`src/design/dsfp_pkg.sv`:
```
// Package for the dual-sensor flow pulse counter.
// Holds the item and result structs, the fault codes and the fixed constants.
// Depends on nothing; every module of the block imports it.
package dsfp_pkg;

   typedef enum logic [1:0] {
      FAULT_NORMAL = 2'd0,
      FAULT_ONE    = 2'd1,
      FAULT_TWO    = 2'd2,
      FAULT_IFR    = 2'd3
   } fault_code_type;

   typedef enum logic {
      CMD_SENSOR_ONE = 1'b0,
      CMD_SENSOR_TWO = 1'b1
   } command_type;

   typedef struct packed {
      command_type command;
      logic        pin_low;
      logic [1:0]  interfere_pins;
      logic        uplink_busy;
   } event_type;

   typedef struct packed {
      logic [31:0]    flow_count;
      fault_code_type fault_code;
      logic           alarm_request;
   } result_type;

   localparam logic [7:0] LOSS_LIMIT_RESET = 8'd10;
   localparam logic [7:0] LOSS_COUNT_MAX   = 8'hFF;
   localparam logic [1:0] INTERFERE_MASK   = 2'h3;

   // Bit positions of the sticky reported marks.
   localparam int unsigned MARK_ONE = 0;
   localparam int unsigned MARK_TWO = 1;
   localparam int unsigned MARK_IFR = 2;

endpackage

```
`src/design/dsfp_in_reg.sv`:
```
// Input register of the dual-sensor flow pulse counter.
// Captures one event item and holds it until the processing stage takes it.
// Depends on dsfp_pkg.
module dsfp_in_reg (
   input  logic                clock,
   input  logic                reset,
   input  logic                in_valid,
   input  dsfp_pkg::event_type in_item,
   output logic                in_stall,
   input  logic                advance,
   output logic                held_valid,
   output dsfp_pkg::event_type held_item
);
   import dsfp_pkg::*;

   logic      valid_ff, valid_in;
   event_type item_ff, item_in;
   logic      load;

   // The register may take a new item when it is empty or its item leaves now.
   assign load     = !valid_ff || advance;
   assign in_stall = !load;

   always_comb begin
      valid_in = valid_ff;
      item_in  = item_ff;
      if (load) begin
         valid_in = in_valid;
         item_in  = in_item;
      end
   end

   always_ff @(posedge clock) begin
      if (reset) begin
         valid_ff <= 1'b0;
      end else begin
         valid_ff <= valid_in;
      end
   end

   always_ff @(posedge clock) begin
      item_ff <= item_in;
   end

   assign held_valid = valid_ff;
   assign held_item  = item_ff;

endmodule

```
`src/design/dsfp_core.sv`:
```
// State and update logic of the dual-sensor flow pulse counter.
// Holds the phase, flow total, loss counters, fault code, sticky marks and loss limit.
// Depends on dsfp_pkg.
module dsfp_core (
   input  logic                 clock,
   input  logic                 reset,
   input  logic                 csr_write_en,
   input  logic [7:0]           csr_write_data,
   input  logic                 advance,
   input  dsfp_pkg::event_type  item,
   output dsfp_pkg::result_type result
);
   import dsfp_pkg::*;

   logic           armed_ff, armed_in;
   logic [31:0]    total_ff, total_in;
   logic [7:0]     one_cnt_ff, one_cnt_in;
   logic [7:0]     two_cnt_ff, two_cnt_in;
   fault_code_type fault_ff, fault_in;
   logic [2:0]     marks_ff, marks_in;
   logic [7:0]     limit_ff;
   logic           alarm;

   always_comb begin
      armed_in   = armed_ff;
      total_in   = total_ff;
      one_cnt_in = one_cnt_ff;
      two_cnt_in = two_cnt_ff;
      fault_in   = fault_ff;
      marks_in   = marks_ff;
      alarm      = 1'b0;
      if (item.pin_low) begin
         unique case (item.command)
            CMD_SENSOR_ONE: begin
               armed_in   = 1'b1;
               one_cnt_in = '0;
               if (fault_ff == FAULT_ONE) begin
                  fault_in = FAULT_NORMAL;
               end
               if (two_cnt_ff != LOSS_COUNT_MAX) begin
                  two_cnt_in = two_cnt_ff + 8'd1;
               end
               if (two_cnt_in > limit_ff) begin
                  fault_in = FAULT_TWO;
                  if (!marks_ff[MARK_TWO]) begin
                     marks_in[MARK_TWO] = 1'b1;
                     alarm              = 1'b1;
                  end
               end
            end
            CMD_SENSOR_TWO: begin
               if (armed_ff) begin
                  total_in = total_ff + 32'd1;
               end
               armed_in   = 1'b0;
               two_cnt_in = '0;
               if (fault_ff == FAULT_TWO) begin
                  fault_in = FAULT_NORMAL;
               end
               if (one_cnt_ff != LOSS_COUNT_MAX) begin
                  one_cnt_in = one_cnt_ff + 8'd1;
               end
               if (one_cnt_in > limit_ff) begin
                  fault_in = FAULT_ONE;
                  if (!marks_ff[MARK_ONE]) begin
                     marks_in[MARK_ONE] = 1'b1;
                     alarm              = 1'b1;
                  end
               end
            end
            default: begin
            end
         endcase
         // Interference overrides any sensor fault; its absence clears only itself.
         if ((item.interfere_pins & INTERFERE_MASK) == 2'b00) begin
            fault_in = FAULT_IFR;
            if (!marks_ff[MARK_IFR]) begin
               marks_in[MARK_IFR] = 1'b1;
               alarm              = 1'b1;
            end
         end else if (fault_in == FAULT_IFR) begin
            fault_in = FAULT_NORMAL;
         end
      end
      result.flow_count    = total_in;
      result.fault_code    = fault_in;
      result.alarm_request = alarm && !item.uplink_busy;
   end

   always_ff @(posedge clock) begin
      if (reset) begin
         armed_ff   <= 1'b0;
         total_ff   <= '0;
         one_cnt_ff <= '0;
         two_cnt_ff <= '0;
         fault_ff   <= FAULT_NORMAL;
         marks_ff   <= '0;
      end else if (advance) begin
         armed_ff   <= armed_in;
         total_ff   <= total_in;
         one_cnt_ff <= one_cnt_in;
         two_cnt_ff <= two_cnt_in;
         fault_ff   <= fault_in;
         marks_ff   <= marks_in;
      end
   end

   always_ff @(posedge clock) begin
      if (reset) begin
         limit_ff <= LOSS_LIMIT_RESET;
      end else if (csr_write_en) begin
         limit_ff <= csr_write_data;
      end
   end

   // The reported marks are sticky: no bit ever falls outside reset.
   a_marks_sticky: assert property (@(posedge clock) disable iff (reset)
      1'b1 |=> (($past(marks_ff) & ~marks_ff) == 3'b000))
      else $error("reported mark cleared outside reset");

   // An alarm is only raised together with a newly set mark.
   a_alarm_sets_mark: assert property (@(posedge clock) disable iff (reset)
      (advance && result.alarm_request) |=> (marks_ff != $past(marks_ff)))
      else $error("alarm request without a new mark");

   // The flow total moves by at most one per cycle.
   a_total_step: assert property (@(posedge clock) disable iff (reset)
      1'b1 |=> ((total_ff == $past(total_ff)) || (total_ff == $past(total_ff) + 32'd1)))
      else $error("flow total jumped");

   // A saturated loss counter stays saturated while the other sensor keeps firing.
   a_one_cnt_sat: assert property (@(posedge clock) disable iff (reset)
      (advance && item.pin_low && item.command == CMD_SENSOR_TWO
       && one_cnt_ff == LOSS_COUNT_MAX) |=> (one_cnt_ff == LOSS_COUNT_MAX))
      else $error("sensor one loss counter wrapped");

endmodule

```
`src/design/dsfp_out_reg.sv`:
```
// Result register of the dual-sensor flow pulse counter.
// Holds one result item until the receiving side takes it.
// Depends on dsfp_pkg.
module dsfp_out_reg (
   input  logic                 clock,
   input  logic                 reset,
   input  logic                 load,
   input  dsfp_pkg::result_type load_item,
   output logic                 can_load,
   output logic                 out_valid,
   input  logic                 out_stall,
   output dsfp_pkg::result_type out_item
);
   import dsfp_pkg::*;

   logic       valid_ff, valid_in;
   result_type item_ff, item_in;

   assign can_load = !valid_ff || !out_stall;

   always_comb begin
      valid_in = valid_ff;
      item_in  = item_ff;
      if (load) begin
         valid_in = 1'b1;
         item_in  = load_item;
      end else if (!out_stall) begin
         valid_in = 1'b0;
      end
   end

   always_ff @(posedge clock) begin
      if (reset) begin
         valid_ff <= 1'b0;
      end else begin
         valid_ff <= valid_in;
      end
   end

   always_ff @(posedge clock) begin
      item_ff <= item_in;
   end

   assign out_valid = valid_ff;
   assign out_item  = item_ff;

endmodule

```
`src/design/dual_sensor_flow_pulse_counter.sv`:
```
// Channel   Direction  Handshake             Payload
// req       in         req_valid/req_stall   command, pin_low, interfere_pins, uplink_busy
// rsp       out        rsp_valid/rsp_stall   flow_count, fault_code, alarm_request
// csr       in         csr_write_en          csr_write_data (loss limit)
//
// One item per cycle is sustained while rsp is not stalled. A taken item waits in the input register
// while the update logic works out its result, which is loaded into the result register once that
// register can take it.
// Synchronous reset clears the counters, fault code and marks and sets the loss limit to 10.
// A stall on rsp holds the result register and, once the input register is full, raises
// req_stall in the same cycle.
// Top level: input register, update logic with state, result register.
// Depends on dsfp_pkg, dsfp_in_reg, dsfp_core and dsfp_out_reg.
module dual_sensor_flow_pulse_counter (
   input  logic        clock,
   input  logic        reset,
   input  logic        req_valid,
   output logic        req_stall,
   input  logic        req_command,
   input  logic        req_pin_low,
   input  logic [1:0]  req_interfere_pins,
   input  logic        req_uplink_busy,
   output logic        rsp_valid,
   input  logic        rsp_stall,
   output logic [31:0] rsp_flow_count,
   output logic [1:0]  rsp_fault_code,
   output logic        rsp_alarm_request,
   input  logic        csr_write_en,
   input  logic [7:0]  csr_write_data
);
   import dsfp_pkg::*;

   event_type  in_item;
   event_type  held_item;
   logic       held_valid;
   logic       advance;
   logic       can_load;
   result_type next_result;
   result_type rsp_item;

   assign in_item.command        = command_type'(req_command);
   assign in_item.pin_low        = req_pin_low;
   assign in_item.interfere_pins = req_interfere_pins;
   assign in_item.uplink_busy    = req_uplink_busy;

   assign advance = held_valid && can_load;

   dsfp_in_reg u_in_reg (
      .clock      (clock),
      .reset      (reset),
      .in_valid   (req_valid),
      .in_item    (in_item),
      .in_stall   (req_stall),
      .advance    (advance),
      .held_valid (held_valid),
      .held_item  (held_item)
   );

   dsfp_core u_core (
      .clock          (clock),
      .reset          (reset),
      .csr_write_en   (csr_write_en),
      .csr_write_data (csr_write_data),
      .advance        (advance),
      .item           (held_item),
      .result         (next_result)
   );

   dsfp_out_reg u_out_reg (
      .clock     (clock),
      .reset     (reset),
      .load      (advance),
      .load_item (next_result),
      .can_load  (can_load),
      .out_valid (rsp_valid),
      .out_stall (rsp_stall),
      .out_item  (rsp_item)
   );

   assign rsp_flow_count    = rsp_item.flow_count;
   assign rsp_fault_code    = rsp_item.fault_code;
   assign rsp_alarm_request = rsp_item.alarm_request;

endmodule

```
`config.mk`:
```
export PLATFORM = sky130hd
export DESIGN_NAME = dual_sensor_flow_pulse_counter
export DESIGN_NICKNAME = d
export VERILOG_FILES = /design/src/design/dsfp_pkg.sv /design/src/design/dsfp_in_reg.sv /design/src/design/dsfp_core.sv /design/src/design/dsfp_out_reg.sv /design/src/design/dual_sensor_flow_pulse_counter.sv
export SDC_FILE = /design/constraint.sdc
export NUM_CORES = 1
export LEC_CHECK = 0
export BUFFER_PORTS_ARGS = -buffer_cell sky130_fd_sc_hd__buf_2
export CAP_MARGIN = 10
export CORE_MARGIN = 2
export CORE_UTILIZATION = 59
export DETAILED_ROUTE_END_ITERATION = 10
export GPL_TIMING_DRIVEN = 0
export PLACE_DENSITY = 0.8
export SLEW_MARGIN = 20
export SYNTH_ARGS = -nofsm -noshare
export SYNTH_HDL_FRONTEND = slang
export SYNTH_HIERARCHICAL = 1
export SYNTH_SLANG_ARGS = --single-unit
```
`constraint.sdc`:
```
create_clock -name clock -period 3.4 [get_ports clock]
set_clock_uncertainty 0.2 [all_clocks]
set_input_delay 0.17 -clock clock [delete_from_list [all_inputs] [get_ports clock]]
set_output_delay 0.17 -clock clock [all_outputs]
set_load 0.01 [all_outputs]
```
==> summary.md <==
| Metric | Value |
|---|---|
| Status | finished, final reports clean |
| Maximum VDD drop | 0.3208 mV |
| Clock Latency Late Sink | 0.37 ns |
| Max Clock Freq | 0.3096 GHz |
| Setup violations, final | 0 |
| Syn_area_per_cell | 9.659 um2 |
| Reg2reg setup slack | 0.17 ns |
| Cells after synthesis | 542 |
| Starting Density | 0.6032 |
| Die width | 98.20 um |
| FF-to-FF path depth | 10 |
| CTS H-tree lvls | 3 |
| Cts bufs inserted | 9 |
| Sequential share of the synthesized area | 0.4742 |
| Launch point of the worst reg-to-reg path | u_core/two_cnt_ff[0]$_SDFFE_PP0P_ |
| Mapped Area | 5235 um2 |
| Max-Cap Viols | 0 |
| LEAKAGE | 2.392 nW |
| Final period util | 0.9501 |
| Pins Over Slew Limit | 0 |
| RSZ-0062 raised after global routing | no |
| Combinational share of power | 0.089 |
| Worst EP required | 3.30 ns |
| Crit path to | u_out_reg/out_item[0]$_DFFE_PP_ |
| Post-synth EDFFs | 40 |
| Global-route wire length before repair | 19,000 um |
| Reg power frac | 0.574 |
| Min-delay worst type | in -> reg |
| I/O Pins | 55 |
| Arr. time, crit path | 3.13 ns |
| Crit path launch | u_core/two_cnt_ff[0]$_SDFFE_PP0P_ |
| Layout Nets | 664 |
| GP Congestion | 0.9132 |
| CTS sink count | 104 |
| Gr usage total | 0.2412 |
| Commonest cells after routing, fill and taps aside | nor2_1, dfxtp_1, buf_2, nand2_1, edfxtp_1 |
| Ys async rst share | 0 |
| Crit Path Category | reg -> reg |
| Largest net degree at the start of global routing | 23 |
| Layout area overhead | 16.83% |
| Vias | 4,320 |
| CP endpoint kind | register |
| DRT Pass-1 Iters | 4 |
| FILL cells | 660 |
| Final Hold Fails | 0 |
| CTS tree | done |
| Vias in the first global route | 4,148 |
| GRT overflow | 0 |
| Buffers added on ports | 53 |
| Clk root buf | clkbuf_8 |
| Layout cell share with drive strength beyond 1 | 0.1756 |
| Synthesis-stage register bit count | 104 |
| Final wirelength | 11,420 um |
| Initial antenna violation count | 0 |
| Most common cell after layout, fill and taps aside | nor2_1 |
| Die H | 98.20 um |
| RR Endpoint | u_out_reg/out_item[0]$_DFFE_PP_ |
| Post-DP HPWL | 7958 um |
| Critical path launch point type | register |
| Clk slew on worst S/H paths | 0.11 ns |
| Diodes inserted | 0 |
| Switching Power | 0.6366 mW |
| Total power | 2.357 mW |
| Fin util | 0.7047 |
| Min Tclk post-route | 3.230 ns |
| Number of routed nets with antenna violations | 0 |
| FF+latch area | 2482 um2 |
| Internal power | 1.720 mW |
| Yosys warning count | 6 |
| Worst slew pin tran | 1.123 ns |
| PD cells | 385.4 nW/um2 |
| Top FF cell, synth | dfxtp_1 |
| Switching Share | 0.2701 |
| Num rows | 34 |
| Iter 0 DRT Violations | 257 |
| Wirelength per Cell | 15.44 um |
| Footprint of the multi-input gates | 2603 um2 |
| Clock buffer depth | 2 |
| Rel. slew slack | 0.2443 |
| Unique masters post-synth | 54 |
| Clock power share | 0.338 |
| Die outline area | 9642 um2 |
| Crit path max fanout | 6 |
| Core area | 8678 um2 |
| Synth Net Count | 579 |
| Drt drc | 0 |
| Drt via density | 5.838 |
-- synth_stat cells (11+ instances only) --
| cell | instances | area [um2] |
|---|---|---|
| a21oi_1 | 29 | 145.1 |
| clkbuf_1 | 15 | 56.30 |
| dfxtp_1 | 64 | 1281 |
| edfxtp_1 | 40 | 1201 |
| ha_1 | 19 | 237.7 |
| inv_1 | 17 | 63.81 |
| nand2_1 | 40 | 150.1 |
| nand3_1 | 32 | 160.2 |
| nand4_1 | 18 | 112.6 |
| nor2_1 | 69 | 259.0 |
| nor3_1 | 19 | 95.09 |
| o21ai_0 | 11 | 55.05 |
| xnor2_1 | 28 | 245.2 |
| xor2_1 | 36 | 315.3 |
-- critical path, stage by stage (launching register included) --
cell,delay (ns)
dfxtp_1,0.43
ha_1,0.32
nand2_1,0.19
nor3b_4,0.30
mux2_2,0.37
ha_1,0.29
nor2b_1,0.13
o211ai_1,0.21
a21oi_2,0.12
o211ai_1,0.25
a311oi_2,0.15
-- per-layer routing --
metal,share of wire,wire (um),global-route usage
met1,0.43,4947,0.3100
met2,0.50,5749,0.4131
met3,0.046,524,0.03651
met4,0.018,202,0.09168
met5,0,0,0
-- kinds of logic (layout without fill, tap and decap cells) --
group | after synthesis | in the layout | synth area share
and+or+nand+nor | 220 | 220 | 0.2151
DFF | 104 | 104 | 0.4742
AOI/OAI and AO/OA | 75 | 75 | 0.09082
xor gates and xnor gates | 64 | 64 | 0.1071
buffers and inverters | 45 | 135 | 0.03728
adders and majority gates | 19 | 19 | 0.04541
muxes | 15 | 15 | 0.03011
-- registers in the layout (all words and copies together), names as in the netlist --
name                 count
u_core/two_cnt_ff        8
u_core/one_cnt_ff        8
u_core/marks_ff          3
u_core/armed_ff          1
u_core/limit_ff          8
u_out_reg/out_item      35
u_in_reg/held_valid      1
u_in_reg/held_item       5
u_core/fault_ff          2
u_out_reg/out_valid      1
u_core/total_ff         32
-- per-stage QoR --
stage,hold WS (ns),setup slack (ns),area [um2],setup TNS (ns),cells
global placement,0.1508,-0.6784,5635,-4.700,703
detailed placement,0.1485,-0.06313,5664,-0.1210,704
CTS,0.008715,0.04292,6068,0,737
global route,0.04351,0.003353,6116,0,740
floorplan,0.03244,0.2928,5235,0,542
finish,0.02313,0.1698,6116,0,740
-- how the worst min path moves through the flow --
stage | startpoint | endpoint | slack, ns | cells after the start
2_1_floorplan | reset | u_in_reg/held_valid$_SDFFE_PP0P_ | 0.03 | 1
3_3_place_gp | req_uplink_busy | u_in_reg/held_item[0]$_DFFE_PP_ | 0.15 | 1
3_5_place_dp | req_interfere_pins[1] | u_in_reg/held_item[2]$_DFFE_PP_ | 0.15 | 1
4_1_cts | reset | u_core/total_ff[28]$_SDFFE_PP0P_ | 0.009 | 3
5_1_grt | reset | u_core/total_ff[28]$_SDFFE_PP0P_ | 0.04 | 3
6_report | reset | u_core/total_ff[28]$_SDFFE_PP0P_ | 0.02 | 3
-- what timing repair did --
| action | in CTS | in global routing |
|---|---|---|
| endpoints found under the setup margin | 3 | 4 |
| gates resized for setup | 3 | 5 |
| gates cloned | 0 | 0 |
| hold buffers | 17 | 0 |
| endpoints found under the hold margin | 15 | 0 |
| buffers inserted | 0 | 3 |
| pin swaps | 0 | 1 |
-- cell type report --
cell class,instances,share of cell area
buffer,27,0.02087
clock buffer,9,0.02025
clock inverter,7,0.01493
inverter,18,0.01105
multi-input combinational,393,0.4255
sequential,104,0.4059
tap,108,0.02209
timing repair buffer,74,0.07938
-- power groups by stage --
| stage | clock (mW) | combinational, mW | sequential (mW) |
|---|---|---|---|
| floorplan | 0 | 0.0957 | 1.39 |
| global placement | 0 | 0.174 | 1.38 |
| detailed placement | 0 | 0.188 | 1.38 |
| CTS | 0.811 | 0.204 | 1.35 |
| global route | 0.868 | 0.226 | 1.36 |
| finish | 0.796 | 0.209 | 1.35 |
(Power assumes the default switching activity.)
